==> config.mk <==
export PLATFORM = sky130hd
export DESIGN_NAME = gap_filling_bit_packer
export DESIGN_NICKNAME = d
export VERILOG_FILES = /design/src/hdl/gfbp_pkg.sv /design/src/hdl/gfbp_decode.sv /design/src/hdl/gap_filling_bit_packer.sv
export SDC_FILE = /design/constraint.sdc
export NUM_CORES = 1
export LEC_CHECK = 0
export ABC_CLOCK_PERIOD_IN_PS = 6580
export BUFFER_PORTS_ARGS = -buffer_cell sky130_fd_sc_hd__buf_4
export CORE_MARGIN = 2
export CORE_UTILIZATION = 40
export CTS_BUF_LIST = sky130_fd_sc_hd__clkbuf_16
export DETAILED_ROUTE_END_ITERATION = 16
export HOLD_SLACK_MARGIN = 0.06
export SLEW_MARGIN = 20
export SYNTH_ARGS = -nofsm -noshare
export SYNTH_HDL_FRONTEND = slang
export SYNTH_SLANG_ARGS = --single-unit
==> constraint.sdc <==
create_clock -name clk -period 6.58 [get_ports clk]
set_input_delay 1.316 -clock clk [delete_from_list [all_inputs] [get_ports clk]]
set_output_delay 1.316 -clock clk [all_outputs]
set_load 0.1 [all_outputs]
==> src/hdl/gfbp_pkg.sv <==
// shared constants and the decoded request type of the gap-filling bit packer
// no dependencies

package gfbp_pkg;

    localparam int PENDING_DEPTH_DEF = 32;
    localparam int SLOT_DEPTH_DEF    = 16;
    localparam int SMALL_WIDTH_LIMIT = 4;
    localparam int BITS_PER_BYTE     = 8;
    localparam int MAX_RESULTS       = 32;
    localparam int MAX_WIDTH         = 32;

    // request after masking, clamping and prefix selection
    typedef struct packed {
        logic [31:0] value;
        logic [5:0]  width;
        logic [2:0]  nbytes;
        logic [1:0]  pfx_bits;
        logic [1:0]  pfx_len;
        logic        slot_need;
        logic [2:0]  slot_start;
    } item_t;

endpackage

==> src/hdl/gfbp_decode.sv <==
// request decoder: clamps the width, masks the value, sizes the byte run
// and picks the byte-count prefix; depends on gfbp_pkg

module gfbp_decode
(
    input  logic [31:0]     value,
    input  logic [5:0]      width_bits,
    output gfbp_pkg::item_t item
);

    logic [5:0]  w;
    logic [32:0] mask33;
    logic [31:0] vm;
    logic [2:0]  nb;

    always_comb
    begin
        w      = (width_bits > 6'(gfbp_pkg::MAX_WIDTH)) ? 6'(gfbp_pkg::MAX_WIDTH) : width_bits;
        mask33 = (33'd1 << w) - 33'd1;
        vm     = value & mask33[31:0];
        if (vm[31:24] != 8'd0)
            nb = 3'd4;
        else if (vm[23:16] != 8'd0)
            nb = 3'd3;
        else if (vm[15:8] != 8'd0)
            nb = 3'd2;
        else
            nb = 3'd1;

        item.value      = vm;
        item.width      = w;
        item.nbytes     = nb;
        item.slot_need  = ({nb, 3'b000} > w);
        item.slot_start = w[2:0];

        // byte-count prefix, middle width range favors two bytes
        if (w <= 6'd16)
        begin
            item.pfx_bits = 2'(nb - 3'd1);
            item.pfx_len  = 2'd1;
        end
        else if (w <= 6'd24)
        begin
            if (nb == 3'd2)
            begin
                item.pfx_bits = 2'd1;
                item.pfx_len  = 2'd1;
            end
            else if (nb == 3'd1)
            begin
                item.pfx_bits = 2'd0;
                item.pfx_len  = 2'd2;
            end
            else
            begin
                item.pfx_bits = 2'd2;
                item.pfx_len  = 2'd2;
            end
        end
        else
        begin
            item.pfx_bits = 2'(nb - 3'd1);
            item.pfx_len  = 2'd2;
        end
    end

endmodule

==> src/hdl/gap_filling_bit_packer.sv <==
// gap-filling bit packer top level: sequencer, pending byte memory, slot memory
// depends on gfbp_pkg and gfbp_decode
//
// operation: each request runs twice, a check pass then a write pass; each slot boundary
// crossed adds a slot memory read in each pass, each appended byte a pending memory write in
// the write pass, and each emitted byte one pending memory read and one output load, plus
// any output stall
// requests: one at a time, the next is taken only while the block is idle (in_stall low)
// reset clears byte count, slot count and the output register; the memories are not cleared

module gap_filling_bit_packer #(
    parameter int PENDING_DEPTH = gfbp_pkg::PENDING_DEPTH_DEF,
    parameter int SLOT_DEPTH    = gfbp_pkg::SLOT_DEPTH_DEF
)
(
    input  logic        clk,
    input  logic        rst_n,
    input  logic        in_valid,
    output logic        in_stall,
    input  logic        mode,
    input  logic [31:0] value,
    input  logic [5:0]  width_bits,
    output logic        out_valid,
    input  logic        out_stall,
    output logic [7:0]  out_byte,
    output logic        byte_valid,
    output logic        overflow,
    output logic        last
);

    localparam int AW  = $clog2(PENDING_DEPTH);
    localparam int CW  = $clog2(PENDING_DEPTH + 1);
    localparam int SAW = $clog2(SLOT_DEPTH);
    localparam int SCW = $clog2(SLOT_DEPTH + 1);
    localparam int ETW = $clog2(PENDING_DEPTH + gfbp_pkg::MAX_RESULTS + 8);
    localparam int SW  = AW + 3;

    typedef enum logic [3:0] {
        S_IDLE,
        S_START,
        S_PUSH,
        S_FILL,
        S_SLOT,
        S_POST,
        S_APPEND,
        S_EMIT_RD,
        S_EMIT_OUT,
        S_FINISH,
        S_REPORT
    } state_t;

    // circular add into the pending store
    function automatic logic [AW-1:0] padd(logic [AW-1:0] a, logic [CW-1:0] b);
        logic [CW:0] s;
        s = (CW+1)'(a) + (CW+1)'(b);
        if (s >= (CW+1)'(PENDING_DEPTH))
            s = s - (CW+1)'(PENDING_DEPTH);
        return s[AW-1:0];
    endfunction

    // circular distance from head to a byte position
    function automatic logic [CW-1:0] pdist(logic [AW-1:0] pos, logic [AW-1:0] h);
        logic [CW:0] s;
        s = (CW+1)'(pos) + (CW+1)'(PENDING_DEPTH) - (CW+1)'(h);
        if (s >= (CW+1)'(PENDING_DEPTH))
            s = s - (CW+1)'(PENDING_DEPTH);
        return s[CW-1:0];
    endfunction

    // circular add into the slot queue
    function automatic logic [SAW-1:0] sadd(logic [SAW-1:0] a, logic [SCW-1:0] b);
        logic [SCW:0] s;
        s = (SCW+1)'(a) + (SCW+1)'(b);
        if (s >= (SCW+1)'(SLOT_DEPTH))
            s = s - (SCW+1)'(SLOT_DEPTH);
        return s[SAW-1:0];
    endfunction

    gfbp_pkg::item_t dec;
    gfbp_pkg::item_t item_reg;

    state_t         state_reg;
    state_t         ret_reg;
    logic           mode_reg;
    logic           dry_reg;
    logic           rej_reg;
    logic           fresh_reg;
    logic [ETW-1:0] ecnt_reg;
    logic [ETW-1:0] etot_reg;
    logic [CW-1:0]  rem_reg;
    logic [1:0]     idx_reg;
    logic [7:0]     pbits_reg;
    logic [3:0]     pn_reg;

    // committed state
    logic [AW-1:0]  h_reg;
    logic [CW-1:0]  c_reg;
    logic [SAW-1:0] sh_reg;
    logic [SCW-1:0] sc_reg;
    logic [2:0]     hb_reg;

    // working copy for the pass in progress
    logic [AW-1:0]  wh_reg;
    logic [CW-1:0]  wc_reg;
    logic [SAW-1:0] wsh_reg;
    logic [SCW-1:0] wsc_reg;
    logic [2:0]     whb_reg;

    logic           out_valid_reg;
    logic [7:0]     out_byte_reg;
    logic           byte_valid_reg;
    logic           overflow_reg;
    logic           last_reg;

    // memories
    logic [7:0]     pend_mem [PENDING_DEPTH];
    logic [7:0]     pend_q;
    logic           pend_we;
    logic [AW-1:0]  pend_waddr;
    logic [7:0]     pend_wdata;
    logic           pend_re;
    logic [SW-1:0]  slot_mem [SLOT_DEPTH];
    logic [SW-1:0]  slot_q;
    logic           slot_we;
    logic [SAW-1:0] slot_waddr;
    logic [SW-1:0]  slot_wdata;
    logic           slot_re;
    logic [SAW-1:0] slot_raddr;

    // slot fill datapath
    logic [3:0]     fill_room;
    logic [3:0]     fill_k;
    logic [8:0]     fill_mask;
    logic [15:0]    fill_shift;
    logic           fill_full;
    logic [7:0]     app_byte;
    logic           app_last;
    logic [CW-1:0]  app_wc;
    logic           small_item;
    logic           out_free;
    logic           out_load;

    gfbp_decode u_decode
    (
        .value      (value),
        .width_bits (width_bits),
        .item       (dec)
    );

    assign in_stall   = (state_reg != S_IDLE);
    assign out_valid  = out_valid_reg;
    assign out_byte   = out_byte_reg;
    assign byte_valid = byte_valid_reg;
    assign overflow   = overflow_reg;
    assign last       = last_reg;
    assign out_free   = !out_valid_reg || !out_stall;
    assign out_load   = out_free && ((state_reg == S_EMIT_OUT) || (state_reg == S_REPORT));
    assign small_item = (item_reg.width <= 6'(gfbp_pkg::SMALL_WIDTH_LIMIT));

    always_comb
    begin
        fill_room  = 4'd8 - {1'b0, whb_reg};
        fill_k     = (fill_room > pn_reg) ? pn_reg : fill_room;
        fill_mask  = (9'd1 << fill_k) - 9'd1;
        fill_shift = 16'(pbits_reg & fill_mask[7:0]) << whb_reg;
        fill_full  = (({1'b0, whb_reg} + fill_k) == 4'd8);

        case (idx_reg)
            2'd0:    app_byte = item_reg.value[7:0];
            2'd1:    app_byte = item_reg.value[15:8];
            2'd2:    app_byte = item_reg.value[23:16];
            default: app_byte = item_reg.value[31:24];
        endcase
        app_last = dry_reg || (3'(idx_reg) == (item_reg.nbytes - 3'd1));
        app_wc   = dry_reg ? (wc_reg + CW'(item_reg.nbytes)) : (wc_reg + CW'(1));
    end

    // memory port controls
    always_comb
    begin
        pend_we    = 1'b0;
        pend_waddr = wh_reg;
        pend_wdata = (fresh_reg ? 8'd0 : pend_q) | fill_shift[7:0];
        pend_re    = 1'b0;
        slot_we    = 1'b0;
        slot_waddr = sadd(wsh_reg, wsc_reg);
        slot_wdata = {padd(wh_reg, wc_reg), item_reg.slot_start};
        slot_re    = 1'b0;
        slot_raddr = sadd(wsh_reg, SCW'(1));
        if (!dry_reg)
        begin
            unique case (state_reg)
                S_PUSH:
                begin
                    pend_re = (pn_reg != 4'd0) && (wsc_reg != SCW'(0));
                end
                S_FILL:
                begin
                    pend_we = 1'b1;
                end
                S_APPEND:
                begin
                    pend_we    = 1'b1;
                    pend_waddr = padd(wh_reg, wc_reg);
                    pend_wdata = app_byte;
                    slot_we    = app_last && item_reg.slot_need && (wsc_reg != SCW'(0));
                end
                S_EMIT_RD:
                begin
                    pend_re = (rem_reg != CW'(0));
                end
                default:
                begin
                end
            endcase
        end
        if ((state_reg == S_FILL) && fill_full && (wsc_reg > SCW'(1)))
            slot_re = 1'b1;
    end

    always_ff @(posedge clk)
    begin
        if (pend_we)
            pend_mem[pend_waddr] <= pend_wdata;
        if (pend_re)
            pend_q <= pend_mem[wh_reg];
    end

    always_ff @(posedge clk)
    begin
        if (slot_we)
            slot_mem[slot_waddr] <= slot_wdata;
        if (slot_re)
            slot_q <= slot_mem[slot_raddr];
    end

    // sequencer: check pass (dry) proves the request fits, write pass commits
    always_ff @(posedge clk or negedge rst_n)
    begin
        if (!rst_n)
        begin
            state_reg      <= S_IDLE;
            ret_reg        <= S_IDLE;
            item_reg       <= '0;
            mode_reg       <= 1'b0;
            dry_reg        <= 1'b0;
            rej_reg        <= 1'b0;
            fresh_reg      <= 1'b0;
            ecnt_reg       <= '0;
            etot_reg       <= '0;
            rem_reg        <= '0;
            idx_reg        <= '0;
            pbits_reg      <= '0;
            pn_reg         <= '0;
            h_reg          <= '0;
            c_reg          <= '0;
            sh_reg         <= '0;
            sc_reg         <= '0;
            hb_reg         <= '0;
            wh_reg         <= '0;
            wc_reg         <= '0;
            wsh_reg        <= '0;
            wsc_reg        <= '0;
            whb_reg        <= '0;
            out_valid_reg  <= 1'b0;
            out_byte_reg   <= '0;
            byte_valid_reg <= 1'b0;
            overflow_reg   <= 1'b0;
            last_reg       <= 1'b0;
        end
        else
        begin
            if (out_valid_reg && !out_stall && !out_load)
                out_valid_reg <= 1'b0;

            unique case (state_reg)
                S_IDLE:
                begin
                    if (in_valid)
                    begin
                        item_reg  <= dec;
                        mode_reg  <= mode;
                        dry_reg   <= 1'b1;
                        rej_reg   <= 1'b0;
                        state_reg <= S_START;
                    end
                end

                S_START:
                begin
                    wh_reg   <= h_reg;
                    wc_reg   <= c_reg;
                    wsh_reg  <= sh_reg;
                    wsc_reg  <= mode_reg ? '0 : sc_reg;
                    whb_reg  <= hb_reg;
                    ecnt_reg <= '0;
                    if (mode_reg)
                    begin
                        // finalize: drop every slot and flush the whole store
                        rem_reg   <= c_reg;
                        ret_reg   <= S_FINISH;
                        state_reg <= S_EMIT_RD;
                    end
                    else
                    begin
                        if (small_item)
                        begin
                            pbits_reg <= item_reg.value[7:0];
                            pn_reg    <= item_reg.width[3:0];
                        end
                        else if (item_reg.width > 6'(gfbp_pkg::BITS_PER_BYTE))
                        begin
                            pbits_reg <= {6'd0, item_reg.pfx_bits};
                            pn_reg    <= {2'd0, item_reg.pfx_len};
                        end
                        else
                        begin
                            pbits_reg <= '0;
                            pn_reg    <= '0;
                        end
                        state_reg <= S_PUSH;
                    end
                end

                S_PUSH:
                begin
                    if (pn_reg == 4'd0)
                        state_reg <= S_POST;
                    else if (wsc_reg == SCW'(0))
                    begin
                        // open a fresh zero byte as the only slot
                        wc_reg    <= CW'(1);
                        wsc_reg   <= SCW'(1);
                        whb_reg   <= 3'd0;
                        fresh_reg <= 1'b1;
                        state_reg <= S_FILL;
                    end
                    else
                    begin
                        fresh_reg <= 1'b0;
                        state_reg <= S_FILL;
                    end
                end

                S_FILL:
                begin
                    pbits_reg <= pbits_reg >> fill_k;
                    pn_reg    <= pn_reg - fill_k;
                    if (fill_full)
                    begin
                        if (wsc_reg == SCW'(1))
                        begin
                            wsc_reg   <= '0;
                            rem_reg   <= wc_reg;
                            ret_reg   <= S_PUSH;
                            state_reg <= S_EMIT_RD;
                        end
                        else
                        begin
                            wsc_reg   <= wsc_reg - SCW'(1);
                            wsh_reg   <= sadd(wsh_reg, SCW'(1));
                            state_reg <= S_SLOT;
                        end
                    end
                    else
                    begin
                        whb_reg   <= 3'({1'b0, whb_reg} + fill_k);
                        state_reg <= S_PUSH;
                    end
                end

                S_SLOT:
                begin
                    // next slot becomes head; bytes ahead of it go out
                    whb_reg   <= slot_q[2:0];
                    rem_reg   <= pdist(slot_q[SW-1:3], wh_reg);
                    ret_reg   <= S_PUSH;
                    state_reg <= S_EMIT_RD;
                end

                S_POST:
                begin
                    if (small_item)
                        state_reg <= S_FINISH;
                    else if (((CW+1)'(wc_reg) + (CW+1)'(item_reg.nbytes)) >
                             (CW+1)'(PENDING_DEPTH))
                    begin
                        rej_reg   <= 1'b1;
                        state_reg <= S_FINISH;
                    end
                    else if (item_reg.slot_need && (wsc_reg >= SCW'(SLOT_DEPTH)))
                    begin
                        rej_reg   <= 1'b1;
                        state_reg <= S_FINISH;
                    end
                    else
                    begin
                        idx_reg   <= '0;
                        state_reg <= S_APPEND;
                    end
                end

                S_APPEND:
                begin
                    wc_reg  <= app_wc;
                    idx_reg <= idx_reg + 2'd1;
                    if (app_last)
                    begin
                        // unused top of the last byte becomes a slot
                        if (item_reg.slot_need)
                        begin
                            wsc_reg <= wsc_reg + SCW'(1);
                            if (wsc_reg == SCW'(0))
                                whb_reg <= item_reg.slot_start;
                        end
                        if (wsc_reg == SCW'(0))
                            rem_reg <= item_reg.slot_need ? (app_wc - CW'(1)) : app_wc;
                        else
                            rem_reg <= '0;
                        ret_reg   <= S_FINISH;
                        state_reg <= S_EMIT_RD;
                    end
                end

                S_EMIT_RD:
                begin
                    if (rem_reg == CW'(0))
                        state_reg <= ret_reg;
                    else if (dry_reg)
                    begin
                        ecnt_reg  <= ecnt_reg + ETW'(rem_reg);
                        wh_reg    <= padd(wh_reg, rem_reg);
                        wc_reg    <= wc_reg - rem_reg;
                        rem_reg   <= '0;
                        state_reg <= ret_reg;
                    end
                    else
                        state_reg <= S_EMIT_OUT;
                end

                S_EMIT_OUT:
                begin
                    if (out_free)
                    begin
                        out_valid_reg  <= 1'b1;
                        out_byte_reg   <= pend_q;
                        byte_valid_reg <= 1'b1;
                        overflow_reg   <= 1'b0;
                        last_reg       <= ((ecnt_reg + ETW'(1)) == etot_reg);
                        ecnt_reg       <= ecnt_reg + ETW'(1);
                        wh_reg         <= padd(wh_reg, CW'(1));
                        wc_reg         <= wc_reg - CW'(1);
                        rem_reg        <= rem_reg - CW'(1);
                        state_reg      <= S_EMIT_RD;
                    end
                end

                S_FINISH:
                begin
                    if (dry_reg)
                    begin
                        if (rej_reg || (ecnt_reg > ETW'(gfbp_pkg::MAX_RESULTS)))
                        begin
                            rej_reg   <= 1'b1;
                            state_reg <= S_REPORT;
                        end
                        else
                        begin
                            etot_reg  <= ecnt_reg;
                            dry_reg   <= 1'b0;
                            state_reg <= S_START;
                        end
                    end
                    else
                    begin
                        h_reg  <= wh_reg;
                        c_reg  <= wc_reg;
                        sh_reg <= wsh_reg;
                        sc_reg <= wsc_reg;
                        hb_reg <= whb_reg;
                        if (etot_reg == ETW'(0))
                            state_reg <= S_REPORT;
                        else
                            state_reg <= S_IDLE;
                    end
                end

                S_REPORT:
                begin
                    // status-only result: nothing emitted, or rejected
                    if (out_free)
                    begin
                        out_valid_reg  <= 1'b1;
                        out_byte_reg   <= 8'd0;
                        byte_valid_reg <= 1'b0;
                        overflow_reg   <= rej_reg;
                        last_reg       <= 1'b1;
                        state_reg      <= S_IDLE;
                    end
                end

                default:
                begin
                    state_reg <= S_IDLE;
                end
            endcase
        end
    end

`ifndef SYNTHESIS
    a_count_bound: assert property (@(posedge clk) disable iff (!rst_n)
        c_reg <= CW'(PENDING_DEPTH))
        else $error("pending count beyond store depth");

    a_no_slot_empty: assert property (@(posedge clk) disable iff (!rst_n)
        sc_reg == SCW'(0) |-> c_reg == CW'(0))
        else $error("pending bytes left with no open slot");

    a_reject_shape: assert property (@(posedge clk) disable iff (!rst_n)
        out_valid_reg && overflow_reg |-> last_reg && !byte_valid_reg)
        else $error("rejected request carried a byte");

    a_emit_real: assert property (@(posedge clk) disable iff (!rst_n)
        state_reg == S_EMIT_OUT |-> !dry_reg)
        else $error("byte emitted during check pass");
`endif

endmodule
After elaboration in Yosys (flattened, before gate mapping)
Memories as Yosys holds them, arrays and structs flattened. A register that Yosys moved wholly into a read port is not among the register bits.
Cells that the tools add are included.
Cells by class
  add/subtract/negate cells: 32
  $lt $le $gt $ge: 17
  equality and inequality tests: 40
  shift-type cells: 4
  muxes and demuxes: 134
  bitwise operators: 6
  reduce and logical (&&, ||, !) cells: 59
Operator list (number)
  $mux 4: 28
  $mux 6: 17
  $mux 5: 15
  $mux 8: 7
  $pmux 4 s11: 1
  $ne 2x2->1 const B: 20
  $pmux 6 s6: 1
  $and 32x32->32: 1
  $pmux 8 s2: 2
  $shl 1x6->32 const A: 1
  $sub 32x1->32 const B: 1
  $mux 3: 10
  $pmux 6 s5: 1
  $mux 1: 27
  $pmux 8 s3: 1
  $reduce_bool 8->1: 3
  $ge 7x6->1 const B: 3
  $mux 7: 3
  $pmux 7 s3: 1
  $pmux 5 s4: 1
  $sub 5x1->5 const B: 4
  $reduce_and 6->1: 3
  $sub 6x1->6 const B: 3
  $eq 4x3->1 const B: 4
  79 further kinds: 134
Word-level totals
  register bits: 153
  memory bits (writable): 384
  bits of input ports: 43
  output and inout port bits: 13
  logic and storage cells: 328
  memories kept: 2
Memories
  pend_mem: words 32, width 8, rd ports 1, clocked after Yosys merged registers in 1, write ports 1, RTL line gap_filling_bit_packer.sv:116  | logic [7:0] pend_mem [PENDING_DEPTH];
  slot_mem: words 16, width 8, rd ports 1, clocked after Yosys merged registers in 1, write ports 1, RTL line gap_filling_bit_packer.sv:122  | logic [SW-1:0] slot_mem [SLOT_DEPTH];

Depth between registers and ports, before layout
  depth after elaboration: 14
  gate-level depth with buffers: 23
  depth with buffers taken out: 19

By module
Synthesis repeated with hierarchy kept, for this count alone.
Unflattened totals
  cell total of the unflattened synthesis: 1939
  area total of the unflattened synthesis: 27042.2 um2
Modules (own cells, without submodules)
  gap_filling_bit_packer: times used 1, cells each 1740, area an instance 25809.8 um2, sequential area each 15790.1 um2
  gfbp_decode: times used 1, cells each 199, area an instance 1232.4 um2, sequential area each 0.0 um2

Worst setup path after synthesis
OpenSTA, ideal clock, no wires.
  kind: reg-to-reg
  from: register whb_reg[0]
  to: memory pend_mem[0][7], data pin
  library setup time: 0.491 ns
  data arrival time: 5.664 ns
  required time: 6.089 ns
  slack: 0.425 ns
  stages on the path, launching flop included: 18
  buffers on the path: 2
  period minus slack after synthesis: 6.155 ns
  cells stage by stage: dfrtp_1 clkbuf_1 clkinv_1 ha_1 xnor2_1 ha_1 o21a_1 o21ai_2 nor2_4 mux2_1 or3_1 ha_1 buf_1 o311a_1 or2_2 a21oi_1 nor2_1 a311oi_1
Between the ends
  longest elaborated chain between the ends: 10
RTL lines
  start: declaration: RTL line gap_filling_bit_packer.sv:107  | logic [2:0] whb_reg;
  start signal: assignment: RTL line gap_filling_bit_packer.sv:295  | whb_reg <= hb_reg;
  start signal: assignment: RTL line gap_filling_bit_packer.sv:367  | whb_reg <= 3'({1'b0, whb_reg} + fill_k);
  start signal: assignment: RTL line gap_filling_bit_packer.sv:375  | whb_reg <= slot_q[2:0];
  $sub 4x3->4: RTL line gap_filling_bit_packer.sv:162  | fill_room = 4'd8 - {1'b0, whb_reg};
  $gt 4x4->1: RTL line gap_filling_bit_packer.sv:163  | fill_k = (fill_room > pn_reg) ? pn_reg : fill_room;
  $mux 4: RTL line gap_filling_bit_packer.sv:163
  $shl 1x4->8: RTL line gap_filling_bit_packer.sv:164  | fill_mask = (9'd1 << fill_k) - 9'd1;
  $sub 8x1->8: RTL line gap_filling_bit_packer.sv:164
  $and 8x8->8: RTL line gap_filling_bit_packer.sv:165  | fill_shift = 16'(pbits_reg & fill_mask[7:0]) << whb_reg;
  $shl 8x3->8 *: RTL line gap_filling_bit_packer.sv:165
  $or 8x8->8 *: RTL line gap_filling_bit_packer.sv:183  | pend_wdata = (fresh_reg ? 8'd0 : pend_q) | fill_shift[7:0];
  $mux 8: RTL line gap_filling_bit_packer.sv:192  | unique case (state_reg)
  $mux 8 *: RTL line gap_filling_bit_packer.sv:190  | if (!dry_reg)
  via pend_wdata[7]: RTL line gap_filling_bit_packer.sv:120  | logic [7:0] pend_wdata;
  end: declaration: RTL line gap_filling_bit_packer.sv:116
Mark *: on every way through the listed nets, which the timed path passes. The rest lies on a longest branch.

Worst setup path in the final report
  from: register whb_reg[2]
  to: register rem_reg[5]
Between the ends
  longest elaborated chain between the ends: 7
RTL lines
  $sub 4x3->4: RTL line gap_filling_bit_packer.sv:162
  $gt 4x4->1: RTL line gap_filling_bit_packer.sv:163
  $mux 4: RTL line gap_filling_bit_packer.sv:163
  $add 3x4->4 *
  $eq 4x4->1 *: RTL line gap_filling_bit_packer.sv:166  | fill_full = (({1'b0, whb_reg} + fill_k) == 4'd8);
  $ne 2x2->1 (no source line) *
  $reduce_and 8->1 (no source line) *
  end signal: assignment: RTL line gap_filling_bit_packer.sv:300  | rem_reg <= c_reg;
  end signal: assignment: RTL line gap_filling_bit_packer.sv:354  | rem_reg <= wc_reg;
  end signal: assignment: RTL line gap_filling_bit_packer.sv:376  | rem_reg <= pdist(slot_q[SW-1:3], wh_reg);
  end: declaration: RTL line gap_filling_bit_packer.sv:90  | logic [CW-1:0] rem_reg;
Mark *: on every way between the ends. The rest lies on a longest branch, timed or not.
A chain may end at the register's enable or synchronous reset.

==> results.txt <==
Grt ovf: 0
Num ports: 56
Placer Congestion: 0.909
Setup bufs post-CTS: 0
Hold_sp: item_reg[40]
Fraction of registers with async set/reset: 0.270
Die Y: 262 um
Mapped Cells: 2010
Syn nets: 2124
Clk buf depth: 3
Syn avg cell area: 13.3 um2
Detailed Route WL: 69700 um
YS warnings: 0
Total number of vias: 17400
Root buffer selected by CTS: clkbuf_16
Initial antenna violation count: 1
Fin. Hold Viols: 0
Internal power: 8.75 mW
Fraction of layout cells with a size suffix above 1: 0.172
Initial core utilization: 0.404
First DRT Iteration DRCs: 2020
Sw Share: 0.403
Final-report setup violation count: 0
Area grow syn2layout: 12.1%
TritonCTS Buffers: 58
Clk_lat worst skew: 0.64 ns
Yosys cell types: 90
Clock Sinks: 548
CP max FO: 18
Vias in the first global route: 17100
Type of the worst min-delay path: flop to flop
CTS tree: built
DP HPWL: 48200 um
Worst Setup Start Kind: flop
CTS hold repair buffers: 0
DRC: 0
Die X-Extent: 262 um
Max reg flops: 256
Crit path DAT: 6.29 ns
WL/cell: 23.6 um
ANT nets after route: 0
Max Slew Vio Count: 0
Psw: 5.92 mW
H-tree depth: 2
Setup TNS: 0 ns
Number of port buffers: 55
Status: completed
Fin crit period: 5.82 ns
Largest net degree at the start of global routing: 97
Worst setup path startpoint: whb_reg[2]
Final net count: 2162
Pwr dens: 491 nW/um2
Worst slew pin tran: 1.05 ns
Total iterations of the first detailed-routing run: 6
Clk pin slew, worst setup/hold paths: 0.06 ns
Fmax: 172 MHz
GRT Util Overall: 0.204
Clock Power Share: 0.213
Seq pwr share: 0.359
Reg-to-Reg Start: whb_reg[2]
Combinational power share: 0.427
CP Class: flop to flop
RSZ-0062 raised after global routing: false
Final Util: 0.453
Sequential share of the synthesized area: 0.590
Post-synth EDFFs: 400
Post-synthesis register bit count: 548
Fin crit share: 0.884
Total core area: 65900 um2
CTS resizes: 0
Leakage: 10.9 nW
Vias/cell: 5.86
First-pass GRT wire length: 107000 um
Die outline area: 68700 um2
Synth Flop Type: edfxtp_1
WP data required: 7.05 ns
Max VDD drop: 0.000408 V
# rows: 94
Crit path capture type: flop
Synthesized area: 26600 um2
Worst Skew: 0.0326 ns
Slew HR: 0.283
Max_cap viols: 0
-- cells in the mapped netlist (all sizes together), types with 10 or more instances --
| library cell | n | area, um2 |
|---|---|---|
| a222oi | 13 | 130 |
| mux2 | 29 | 327 |
| xnor2 | 35 | 307 |
| xor2 | 30 | 263 |
| nand2b | 14 | 87.6 |
| nand2 | 213 | 800 |
| mux2i | 22 | 220 |
| fa | 10 | 200 |
| nor2b | 18 | 113 |
| nand3 | 43 | 215 |
| o22ai | 10 | 62.6 |
| edfxtp | 400 | 12000 |
| a22o | 22 | 193 |
| o21a | 14 | 106 |
| a21o | 28 | 210 |
| inv | 61 | 229 |
| a211oi | 10 | 80.1 |
| mux4 | 121 | 2730 |
| and2 | 10 | 62.6 |
| a221oi | 10 | 87.6 |
| and3 | 14 | 87.6 |
| o221ai | 12 | 105 |
| nand4 | 12 | 75.1 |
| or3 | 12 | 75.1 |
| a21oi | 100 | 500 |
| a31oi | 20 | 125 |
| dfrtp | 148 | 3700 |
| buf | 31 | 155 |
| a22oi | 12 | 90.1 |
| nor3 | 21 | 115 |
| ha | 61 | 763 |
| clkbuf | 76 | 285 |
| nor2 | 148 | 563 |
| o21ai | 117 | 593 |
-- critical path, stage by stage, from the launching register on --
cell and delay (ns):
dfrtp_1 0.62, xnor2_1 0.57, ha_1 0.27, nor3_1 0.09
and2_1 0.28, o21ai_0 0.40, and2_1 0.41, inv_1 0.15
ha_1 0.23, fa_1 0.38, xor2_1 0.18, or3_1 0.40
or4_1 0.54, a21o_1 0.17, nand3_1 0.15, o2111ai_1 0.43
o21ai_0 0.28, o21ai_0 0.10
-- power by group through the flow --
stage	Clock [mW]	Sequential (mW)	Combinational, mW
final	3.13	5.27	6.27
after detailed placement	0	5.32	6.21
after global routing	3.34	5.32	6.84
after floorplan	0	5.16	4.40
after CTS	3.20	5.26	6.25
after global placement	0	5.31	6.10
-- stage by stage --
step / instance area, um2 / hold slack [ns] / setup WS (ns) / instances / power, mW
6_report: 29900 / 0.473 / 0.764 / 2960 / 14.7
5_1_grt: 29800 / 0.503 / 0.363 / 2959 / 15.5
4_1_cts: 29800 / 0.474 / 0.862 / 2958 / 14.7
3_5_place_dp: 28000 / 0.460 / 0.882 / 2851 / 11.5
3_3_place_gp: 28000 / 0.456 / 0.953 / 2851 / 11.4
2_1_floorplan: 26600 / 0.438 / 0.425 / 2010 / 9.56
-- metal layers --
metal | track usage | wire length, um | vias to the layer above
met5 | 0 | 10 | -
met4 | 0.0578 | 1680 | 2
met3 | 0.0340 | 4700 | 112
met2 | 0.311 | 32100 | 648
met1 | 0.302 | 31300 | 8791
li1 | - | - | 7803
-- placed cells by master, fill, tap and decap left out, types with 9 or more instances in the layout --
cell type,count
nor3_1,19
o21ai_0,113
a22o_1,22
edfxtp_1,400
o221ai_1,12
or3_1,12
nand4_1,12
nand2b_1,14
dfrtp_1,145
a21oi_1,98
fa_1,10
and3_1,14
a31oi_1,20
xor2_1,30
and2_1,10
a22oi_1,10
inv_1,71
xnor2_1,35
a221oi_1,10
nand2_1,213
o31ai_1,9
buf_4,83
mux4_2,121
nor2b_1,18
clkinv_1,14
o22ai_1,10
nand3_1,42
a222oi_1,13
clkbuf_16,59
a211oi_1,9
mux2_2,28
a21o_1,28
mux2i_1,20
nor2_1,144
o21a_1,13
ha_1,60
-- final timing paths --
path / end / slack (ns) / depth (start not counted)
max in group asynchronous: wh_reg[0] / 4.54 / 2
min reg2reg: item_reg[40] / 0.47 / 2
max: rem_reg[5] / 0.76 / 17
min: item_reg[40] / 0.47 / 2
min in group asynchronous: ecnt_reg[1] / 0.74 / 1
max reg2reg: rem_reg[5] / 0.76 / 17
-- cells by family (layout without fill, tap and decap cells) --
kind of cell | after synthesis | count (layout) | synth area share
xor gates and xnor gates | 65 | 65 | 0.0214
muxes | 172 | 172 | 0.123
DFF | 548 | 548 | 0.590
other | 0 | 1 | 0
and+or+nand+nor | 544 | 544 | 0.0942
adders and majority gates | 71 | 71 | 0.0362
buffers and inverters | 172 | 257 | 0.0257
AOI/OAI and AO/OA | 438 | 438 | 0.110
-- layout make-up --
class                           count  area, um2
Fill cell                        5882      36000
Sequential cell                   548      15700
Multi-Input combinational cell   1290      10300
Clock buffer                       59       1480
Tap cell                          864       1080
Timing Repair Buffer               85        649
Clock inverter                     48        364
Inverter                           65        244
Antenna cell                        1       2.50
Power figures use the tool's default switching activity.
